[src/rtl/fsl_pkg.sv]
// ----------------------------------------------------------------------------
// fsl_pkg
// Shared widths, command codes and control bundles of the same-length FIR.
// ----------------------------------------------------------------------------
`timescale 1ns / 1ps
`default_nettype none

package fsl_pkg;

    // Field widths
    localparam int SAMPLE_W = 16;
    localparam int COEF_W   = 16;
    localparam int INDEX_W  = 7;
    localparam int TAPS_W   = 7;
    localparam int PROD_W   = 32;
    localparam int ACC_W    = 38;
    localparam int SEEN_W   = 16;

    // Saturation value of the per-block sample count
    localparam logic [SEEN_W-1:0] SEEN_MAX = 16'hFFFF;

    // Item kinds carried on tuser
    localparam logic CMD_SAMPLE = 1'b0;
    localparam logic CMD_COEF   = 1'b1;

    typedef logic signed [SAMPLE_W-1:0] sample_t;
    typedef logic signed [COEF_W-1:0]   coef_t;

    // Moves applied to every cell of the chain in the same cycle
    typedef struct packed {
        logic shift;   // push a new sample in at cell 0
        logic rotate;  // circulate history and taps one cell toward cell 0
        logic clear;   // zero the history
    } chain_ctrl_t;

    // Multiply-accumulate control
    typedef struct packed {
        logic clear;   // start a new sum
        logic mul_en;  // register a live product, else a zero product
    } mac_ctrl_t;

endpackage

`default_nettype wire

[src/rtl/fsl_mac.sv]
// ----------------------------------------------------------------------------
// fsl_mac
// Registered 16x16 multiplier followed by a 38-bit accumulator.
// ----------------------------------------------------------------------------
`timescale 1ns / 1ps
`default_nettype none

module fsl_mac (
    input  wire                        clk,
    input  wire fsl_pkg::mac_ctrl_t    ctrl,
    input  wire fsl_pkg::coef_t        coef,
    input  wire fsl_pkg::sample_t      hist,
    output logic [fsl_pkg::ACC_W-1:0]  acc
);

    logic signed [fsl_pkg::PROD_W-1:0] prod_reg;
    logic signed [fsl_pkg::PROD_W-1:0] prod_next;
    logic        [fsl_pkg::ACC_W-1:0]  acc_reg;
    logic        [fsl_pkg::ACC_W-1:0]  acc_next;

    // Form the product, zero when the step is past the taps in use
    always_comb
    begin
        prod_next = '0;
        if (ctrl.mul_en && !ctrl.clear)
        begin
            prod_next = coef * hist;
        end
    end

    // Add the registered product; the sum wraps at 38 bits
    always_comb
    begin
        acc_next = acc_reg + {{(fsl_pkg::ACC_W-fsl_pkg::PROD_W){prod_reg[fsl_pkg::PROD_W-1]}},
                              prod_reg};
        if (ctrl.clear)
        begin
            acc_next = '0;
        end
    end

    always_ff @(posedge clk)
    begin
        prod_reg <= prod_next;
        acc_reg  <= acc_next;
    end

    assign acc = acc_reg;

endmodule

`default_nettype wire

[config.mk]
export PLATFORM = sky130hd
export DESIGN_NAME = fsl_mac
export DESIGN_NICKNAME = d
export VERILOG_FILES = /design/src/rtl/fsl_pkg.sv /design/src/rtl/fsl_mac.sv
export SDC_FILE = /design/constraint.sdc
export NUM_CORES = 1
export LEC_CHECK = 0
export BUFFER_PORTS_ARGS = -buffer_cell sky130_fd_sc_hd__buf_2
export CORE_UTILIZATION = 25
export DETAILED_ROUTE_END_ITERATION = 6
export GPL_TIMING_DRIVEN = 0
export PLACE_DENSITY = 0.37
export SETUP_SLACK_MARGIN = 0.05
export SLEW_MARGIN = 20
export SYNTH_ARGS = -nofsm -noshare
export SYNTH_HDL_FRONTEND = slang
export SYNTH_SLANG_ARGS = --single-unit
[constraint.sdc]
create_clock -name clk -period 7.8 [get_ports clk]
set_input_delay 0.78 -clock clk [delete_from_list [all_inputs] [get_ports clk]]
set_output_delay 0.78 -clock clk [all_outputs]
set_load 0.005 [all_outputs]
Yosys cells after proc, flatten, opt, wreduce, memory -nomap -nowiden
Cells that the tools add are included.
{"block": "op_classes", "add_sub_neg": 1, "mul": 1, "reduce_logical": 2}
{"cell": "38-bit adder", "count": 1}
{"cell": "16-bit by 16-bit multiplier with 32-bit output", "count": 1}
{"cell": "1-bit logical AND", "count": 1}
{"cell": "1-bit zero test", "count": 1}
{"block": "word_totals", "regBits": 70}

Depth between registers and ports, before layout
Gate-level depths: netlist of the first run.
{"block": "logic_depth", "word_depth": 2, "depth_mapped": 23, "ltp_nobuf": 22}

Worst setup path after synthesis of the first run
Ideal clock, no wire load.
{"block": "synth_path", "path_type": "input -> register", "startpoint": "in hist[7]", "endpoint": "reg prod_reg[28] in the netlist's numbering", "path_slack_ps": 1394, "required_time_ps": 7676, "path_buffers": 1, "path_stages": 22, "t_arrival_ps": 6283, "path_cell_list": "clkbuf_1 > nand2_1 > fa_1 > inv_1 > fa_1 > inv_1 > fa_1 > inv_1 > fa_1 > fa_1 > inv_1 > fa_1 > inv_1 > ha_1 > a21o_1 > a21o_1 > a221oi_1 > a21oi_1 > o41ai_2 > nor2_1 > o41ai_1 > nor2_1"}
{"block": "synth_via", "elab_chain_len": 1}
{"item": "start: declaration", "line": "fsl_mac.sv:12", "source": "input wire fsl_pkg::sample_t hist,"}
{"item": "16-bit by 16-bit multiplier with 32-bit output", "line": "fsl_mac.sv:27", "source": "prod_next = coef * hist;"}
{"item": "end signal: assignment", "line": "fsl_mac.sv:44", "source": "prod_reg <= prod_next;"}
{"item": "end: declaration", "line": "fsl_mac.sv:16", "source": "logic signed [fsl_pkg::PROD_W-1:0] prod_reg;"}
Every way passes these cells.
A chain may end at the register's enable or synchronous reset.

Worst setup path after layout of the first run
{"block": "layout_path", "startpoint": "in coef[10]", "endpoint": "reg prod_reg[28] in the netlist's numbering"}
{"block": "layout_via", "elab_chain_len": 1}
{"item": "start: declaration", "line": "fsl_mac.sv:11", "source": "input wire fsl_pkg::coef_t coef,"}
{"item": "16-bit by 16-bit multiplier with 32-bit output", "line": "fsl_mac.sv:27"}
Every way passes these cells.

==> impl_metrics.csv, run 1 <==
group,metric,value,unit
placement,gp_congestion,0.8098,
placement,io_buffers,71,
final_layout,nNetsFinal,1971,
sta,period_needed,7.194,ns
synth,yosysTopAreaCell,"fa_1",
status,violations,"design-rule violations",
final_layout,final_util,0.2826,
synth,synth_cell_types,66,
die,die_height,233.4,µm
final_layout,ff_latch_area,1401,µm²
synth,syn-num-nets,1889,
run,maxCapViolations,0,
final_layout,n_fill_cell,5729,
sta,fin_setup_tns,0,ns
die,die_area,54480,µm²
route,drc,8,
critical_path,cp_num_buf_inv,3,
route,drt_first_pass_iters,7,
critical_path,cp_data_required_time,8.03,ns
final_layout,diodes,0,
synth,yosysMostFrequentCell,"inv_1",
clocking,h-tree-depth,3,
final_layout,drive_above_1_share,0.07248,
final_layout,largest_reg_flops,38,
critical_path,max_stage_delay,0.62,ns
route,routedWlPerCell,17.24,µm
global_routing,grtUsageMet1,0.2138,
critical_path,slowest_stage,"fa_1",
global_routing,grt_pass1_vias,10480,
clocking,cts_buffer_depth,2,
critical_path,start_kind,"input pin",
global_routing,grt-busiest-layer,"met2",
placement,hpwl,33620,µm
clocking,cts_resized,0,
synth,synth_area,13390,µm²
sta,clock-skew-final,0.01129,ns
route,viasPerCell,4.293,
synth,synth_top_cells_by_count,"inv_1, fa_1, nand2_1",
clocking,cts_tree,"yes",
status,status,"complete, but fails checks",
clocking,cts_hold_buf,0,
synth,ys_seq_area_frac,0.1047,
critical_path,path_cells,"buf_2, clkbuf_1, nand2_1, fa_1, fa_1, fa_1, fa_1, inv_1, fa_1, fa_1, ha_1, a21o_1, a21o_1, a21o_1, a221oi_1, a21oi_1, o41ai_2, nor2_1, o41ai_1, nor2_1",
sta,max-slew-margin-rel,0.5111,
sta,fmax,0.1390,GHz
final_layout,multi_input_area,10710,µm²
clocking,clk_pin_slew,0.07,ns
sta,rsz0062_at_grt,"no",
synth,dominantRegCellSynth,"dfxtp_1",
synth,synthTopCellsByArea,"fa_1, ha_1, dfxtp_1",
route,drt-total-wl,38740,µm
synth,netlist_instances,1472,
critical_path,path_class,"in2reg",
synth,yosys_warnings,0,
sta,final_max_slew_viol_count,0,
clocking,cts.sinks,70,
sta,setup_viol,0,
global_routing,use_met3,0.01550,
synth,ys_ff_latch,70,
global_routing,gr-usage-all-layers,0.1478,
critical_path,critPathArrivalTime,7.42,ns
die,die_width,233.4,µm
die,initial_core_util,0.2538,
min_path,hp-class,"reg2reg",
synth,synth_edf_count,0,
route,drt_iter0_markers,487,
sta,tightest_slew,0.7333,ns
clocking,root_buffer,"clkbuf_16",
route,ant_nets,0,
synth,synth_top_area_frac,0.3932,
clocking,clk-insertion-delay-late,0.35,ns
clocking,cts_setup_buffers,0,
critical_path,timing.critical_path.mode_cell,"fa_1",
clocking,cts_buffers,9,
die,coreArea,52760,µm²
global_routing,gr-usage-met2,0.2369,
sta,finalHoldViolCount,0,
global_routing,grt_pass1_wl,61000,µm
critical_path,critPathTopFamily,"adder cells",
sta,period_share,0.9223,
global_routing,antenna_found_initial,0,
final_layout,area_growth,11.35,%
critical_path,path_max_fanout,10,
critical_path,endpoint_kind,"flip-flop",
synth,async_flop_share,0,
global_routing,grt_max_degree,15,
global_routing,grt-ovfl-total,0,
die,ios,73,
route,vias,9646,
die,rows,84,
synth,syn_area_per_cell,9.096,µm²
## layout by cell type (no fill, tap or decap), types with 32 or more instances in the layout
master and instances:
o21ai_0 32, fa_1 263, and2_1 133, nor2_1 81, buf_2 72, inv_1 292
clkbuf_1 41, a21oi_1 42, nand2_1 143, dfxtp_1 70, ha_1 119
## metrics by stage
stage | setup WS, ns | std cells | hold WS [ns] | area, µm²
3_3_place_gp | 0.1936 | 2231 | 0.5366 | 14610
3_5_place_dp | 0.2211 | 2231 | 0.5391 | 14610
5_1_grt | 0.1261 | 2247 | 0.5953 | 14910
2_1_floorplan | 1.394 | 1472 | 0.5241 | 13390
4_1_cts | 0.5529 | 2247 | 0.5575 | 14910
6_report | 0.6058 | 2247 | 0.5500 | 14910
## final timing paths
check | to | cells after the start | startpoint | slack, ns
worst max register to register | acc[36]$_SDFF_PP0_ | 12 | acc[0]$_SDFF_PP0_ | 4.76
worst max-delay path | prod_reg[28]$_SDFF_PN0_ | 20 | coef[10] | 0.61
worst min register to register | acc[0]$_SDFF_PP0_ | 2 | prod_reg[0]$_SDFF_PN0_ | 0.55
worst min-delay path | acc[0]$_SDFF_PP0_ | 2 | prod_reg[0]$_SDFF_PN0_ | 0.55
## worst reg2reg max path, cell delays in order (launching register included)
cell and delay (ns):
dfxtp_1 0.36, ha_1 0.21, inv_1 0.06, fa_1 0.38
nor2b_1 0.22, o31a_1 0.21, o221ai_1 0.21, a21boi_2 0.26
o21ai_1 0.16, a211oi_1 0.35, o21ba_2 0.23, a31oi_1 0.12
mux2i_1 0.14
## final cells by class
type / instances / share of cell area
Inverter: 292 / 0.07351
Multi-Input combinational cell: 1066 / 0.7186
Timing Repair Buffer: 71 / 0.02383
Clock inverter: 7 / 0.005287
Buffer: 44 / 0.01192
Tap cell: 688 / 0.05774
Sequential cell: 70 / 0.09399
Clock buffer: 9 / 0.01511
## cells by family after synthesis
kind of cell	Yosys count	synth area share
and+or+nand+nor	451	0.1698
muxes	4	0.002990
DFF	70	0.1047
xor gates and xnor gates	49	0.03205
AOI/OAI and AO/OA	180	0.09093
adders and majority gates	382	0.5044
buffers and inverters	336	0.09513
## routing by layer
layer  share of wire  vias to the layer above
met5               0                        -
met4           0.012                        0
met3           0.031                       24
met2            0.45                      150
met1            0.51                     4735
li1                -                     4737
Power of run 1 is left out: the tool's default activity adds up to more than one toggle a clock period on the data nets, which glitch-free logic cannot reach.
==> run 2: changes to the inputs <==
- CORE_ASPECT_RATIO: unset -> 1.1
==> impl_metrics.csv, run 2 (same netlist as run 1, synthesis figures left out) <==
group,metric,value,unit
final_layout,layout_common_cells,"inv_1, fa_1, nand2_1",
critical_path,cp_data_required_time,8.03,ns
global_routing,gr-usage-all-layers,0.1475,
sta,rsz0062_at_grt,"no",
critical_path,worst_r2r_path_depth,10,
critical_path,path_max_fanout,10,
die,die_area,54490,µm²
sta,setup_viol,0,
critical_path,timing.critical_path.mode_cell,"fa_1",
placement,io_buffers,71,
sta,fmax,0.1368,GHz
global_routing,grt_pass1_vias,10570,
die,rows,88,
placement,gp_congestion,0.8146,
critical_path,slowest_stage,"fa_1",
global_routing,antenna_found_initial,0,
critical_path,path_class,"in2reg",
critical_path,cp-startpoint,"coef[7]",
critical_path,endpoint_kind,"flip-flop",
placement,hpwl,33630,µm
clocking,clk-insertion-delay-late,0.35,ns
global_routing,grt_max_degree,15,
sta,max-slew-margin-rel,0.4975,
critical_path,r2r-end,"acc[35]$_SDFF_PP0_",
clocking,cts_setup_buffers,0,
global_routing,grt_pass1_wl,61380,µm
sta,tightest_slew,0.7538,ns
final_layout,fin_area,14870,µm²
clocking,clk_pin_slew,0.06,ns
critical_path,critPathCapture,"prod_reg[28]$_SDFF_PN0_",
min_path,hp-class,"reg2reg",
critical_path,timing.rr.start,"acc[12]$_SDFF_PP0_",
final_layout,final_common_cell,"inv_1",
status,status,"complete, no violations",
route,vias,9658,
sta,finalHoldViolCount,0,
critical_path,max_stage_delay,0.57,ns
sta,fin_setup_tns,0,ns
route,drc,0,
clocking,cts.sinks,70,
final_layout,drive_above_1_share,0.07248,
clocking,cts_buffers,9,
route,ant_nets,0,
final_layout,n_fill_cell,5726,
sta,period_needed,7.312,ns
sta,clock-skew-final,0.009736,ns
global_routing,grt-ovfl-total,0,
critical_path,critPathArrivalTime,7.54,ns
run,maxCapViolations,0,
critical_path,start_kind,"input pin",
route,drt-total-wl,38630,µm
final_layout,nNetsFinal,1971,
die,ios,73,
route,drt_first_pass_iters,4,
clocking,cts_tree,"yes",
route,routedWlPerCell,17.29,µm
clocking,cts_buffer_depth,2,
final_layout,ff_latch_area,1401,µm²
route,drt_iter0_markers,372,
final_layout,largest_reg_flops,38,
clocking,h-tree-depth,3,
final_layout,area_growth,11.08,%
clocking,root_buffer,"clkbuf_16",
final_layout,multi_input_area,10710,µm²
sta,period_share,0.9374,
die,die_height,244.7,µm
clocking,cts_resized,0,
die,coreArea,52630,µm²
die,die_width,222.7,µm
sta,final_max_slew_viol_count,0,
clocking,cts_hold_buf,0,
critical_path,reg2reg_slack,4.71,ns
placement,placed_area,14590,µm²
critical_path,path_cells,"buf_2, clkbuf_1, nand2_1, fa_1, inv_1, fa_1, inv_1, fa_1, inv_1, fa_1, fa_1, inv_1, fa_1, inv_1, ha_1, a21o_1, a21o_1, a221oi_1, a21oi_1, o41ai_2, nor2_1, o41ai_1, nor2_1",
die,initial_core_util,0.2544,
route,viasPerCell,4.321,
[run 2: cell count changes in the layout (fill, tap and decap cells not counted)]
cell / before / now
inv_6: 4 / 3
bufinv_16: 1 / 0
clkinvlp_4: 0 / 1
clkinv_4: 1 / 2
diode_2: 0 / 1
[run 2: stage by stage]
step | setup slack, ns | util | cells | hold WS [ns]
after global placement | 0.1575 | 0.2772 | 2218 | 0.5369
after floorplan | 1.394 | - | 1472 | 0.5241
final | 0.4881 | 0.2826 | 2235 | 0.5483
after CTS | 0.5152 | 0.2825 | 2234 | 0.5561
after detailed placement | 0.1517 | 0.2772 | 2218 | 0.5461
after global routing | 0.1879 | 0.2825 | 2234 | 0.5978
[run 2: per-layer routing]
| metal | share of wire | routed length (µm) | up-vias | global-route usage |
|---|---|---|---|---|
| met1 | 0.49 | 18960 | 4767 | 0.2055 |
| met5 | 0 | 0 | - | 0 |
| met4 | 0.017 | 655 | 0 | 0.03469 |
| met3 | 0.033 | 1263 | 24 | 0.01341 |
| met2 | 0.46 | 17760 | 142 | 0.2458 |
| li1 | - | - | 4725 | - |
[run 2: how the worst min path moves through the flow]
| stage | startpoint | to | slack, ns | depth (start not counted) |
|---|---|---|---|---|
| after CTS | prod_reg[0]$_SDFF_PN0_ | acc[0]$_SDFF_PP0_ | 0.56 | 2 |
| final | prod_reg[0]$_SDFF_PN0_ | acc[0]$_SDFF_PP0_ | 0.55 | 2 |
| after detailed placement | prod_reg[0]$_SDFF_PN0_ | acc[0]$_SDFF_PP0_ | 0.55 | 2 |
| after global placement | prod_reg[0]$_SDFF_PN0_ | acc[0]$_SDFF_PP0_ | 0.54 | 2 |
| after floorplan | prod_reg[0]$_SDFF_PN0_ | acc[0]$_SDFF_PP0_ | 0.52 | 2 |
| after global routing | prod_reg[0]$_SDFF_PN0_ | acc[0]$_SDFF_PP0_ | 0.60 | 2 |
[run 2: area by class of cell]
cell class | instances | area share
inverter | 292 | 0.07369
clock buffer | 9 | 0.01514
tap | 675 | 0.05678
sequential | 70 | 0.09422
buffer | 44 | 0.01195
clock inverter | 7 | 0.003786
antenna | 1 | 0.0001683
timing repair buffer | 71 | 0.02389
multi-input combinational | 1066 | 0.7204
[run 2: critical path: cells and delay by family]
kind	cells	cell delay, ns
adder cells (fa/ha/maj)	7	3.34
AND/OR/NAND/NOR	3	0.34
buffers and inverters	7	1.07
AO/OA/AOI/OAI	6	1.99
Power of run 2 is left out for the same reason.
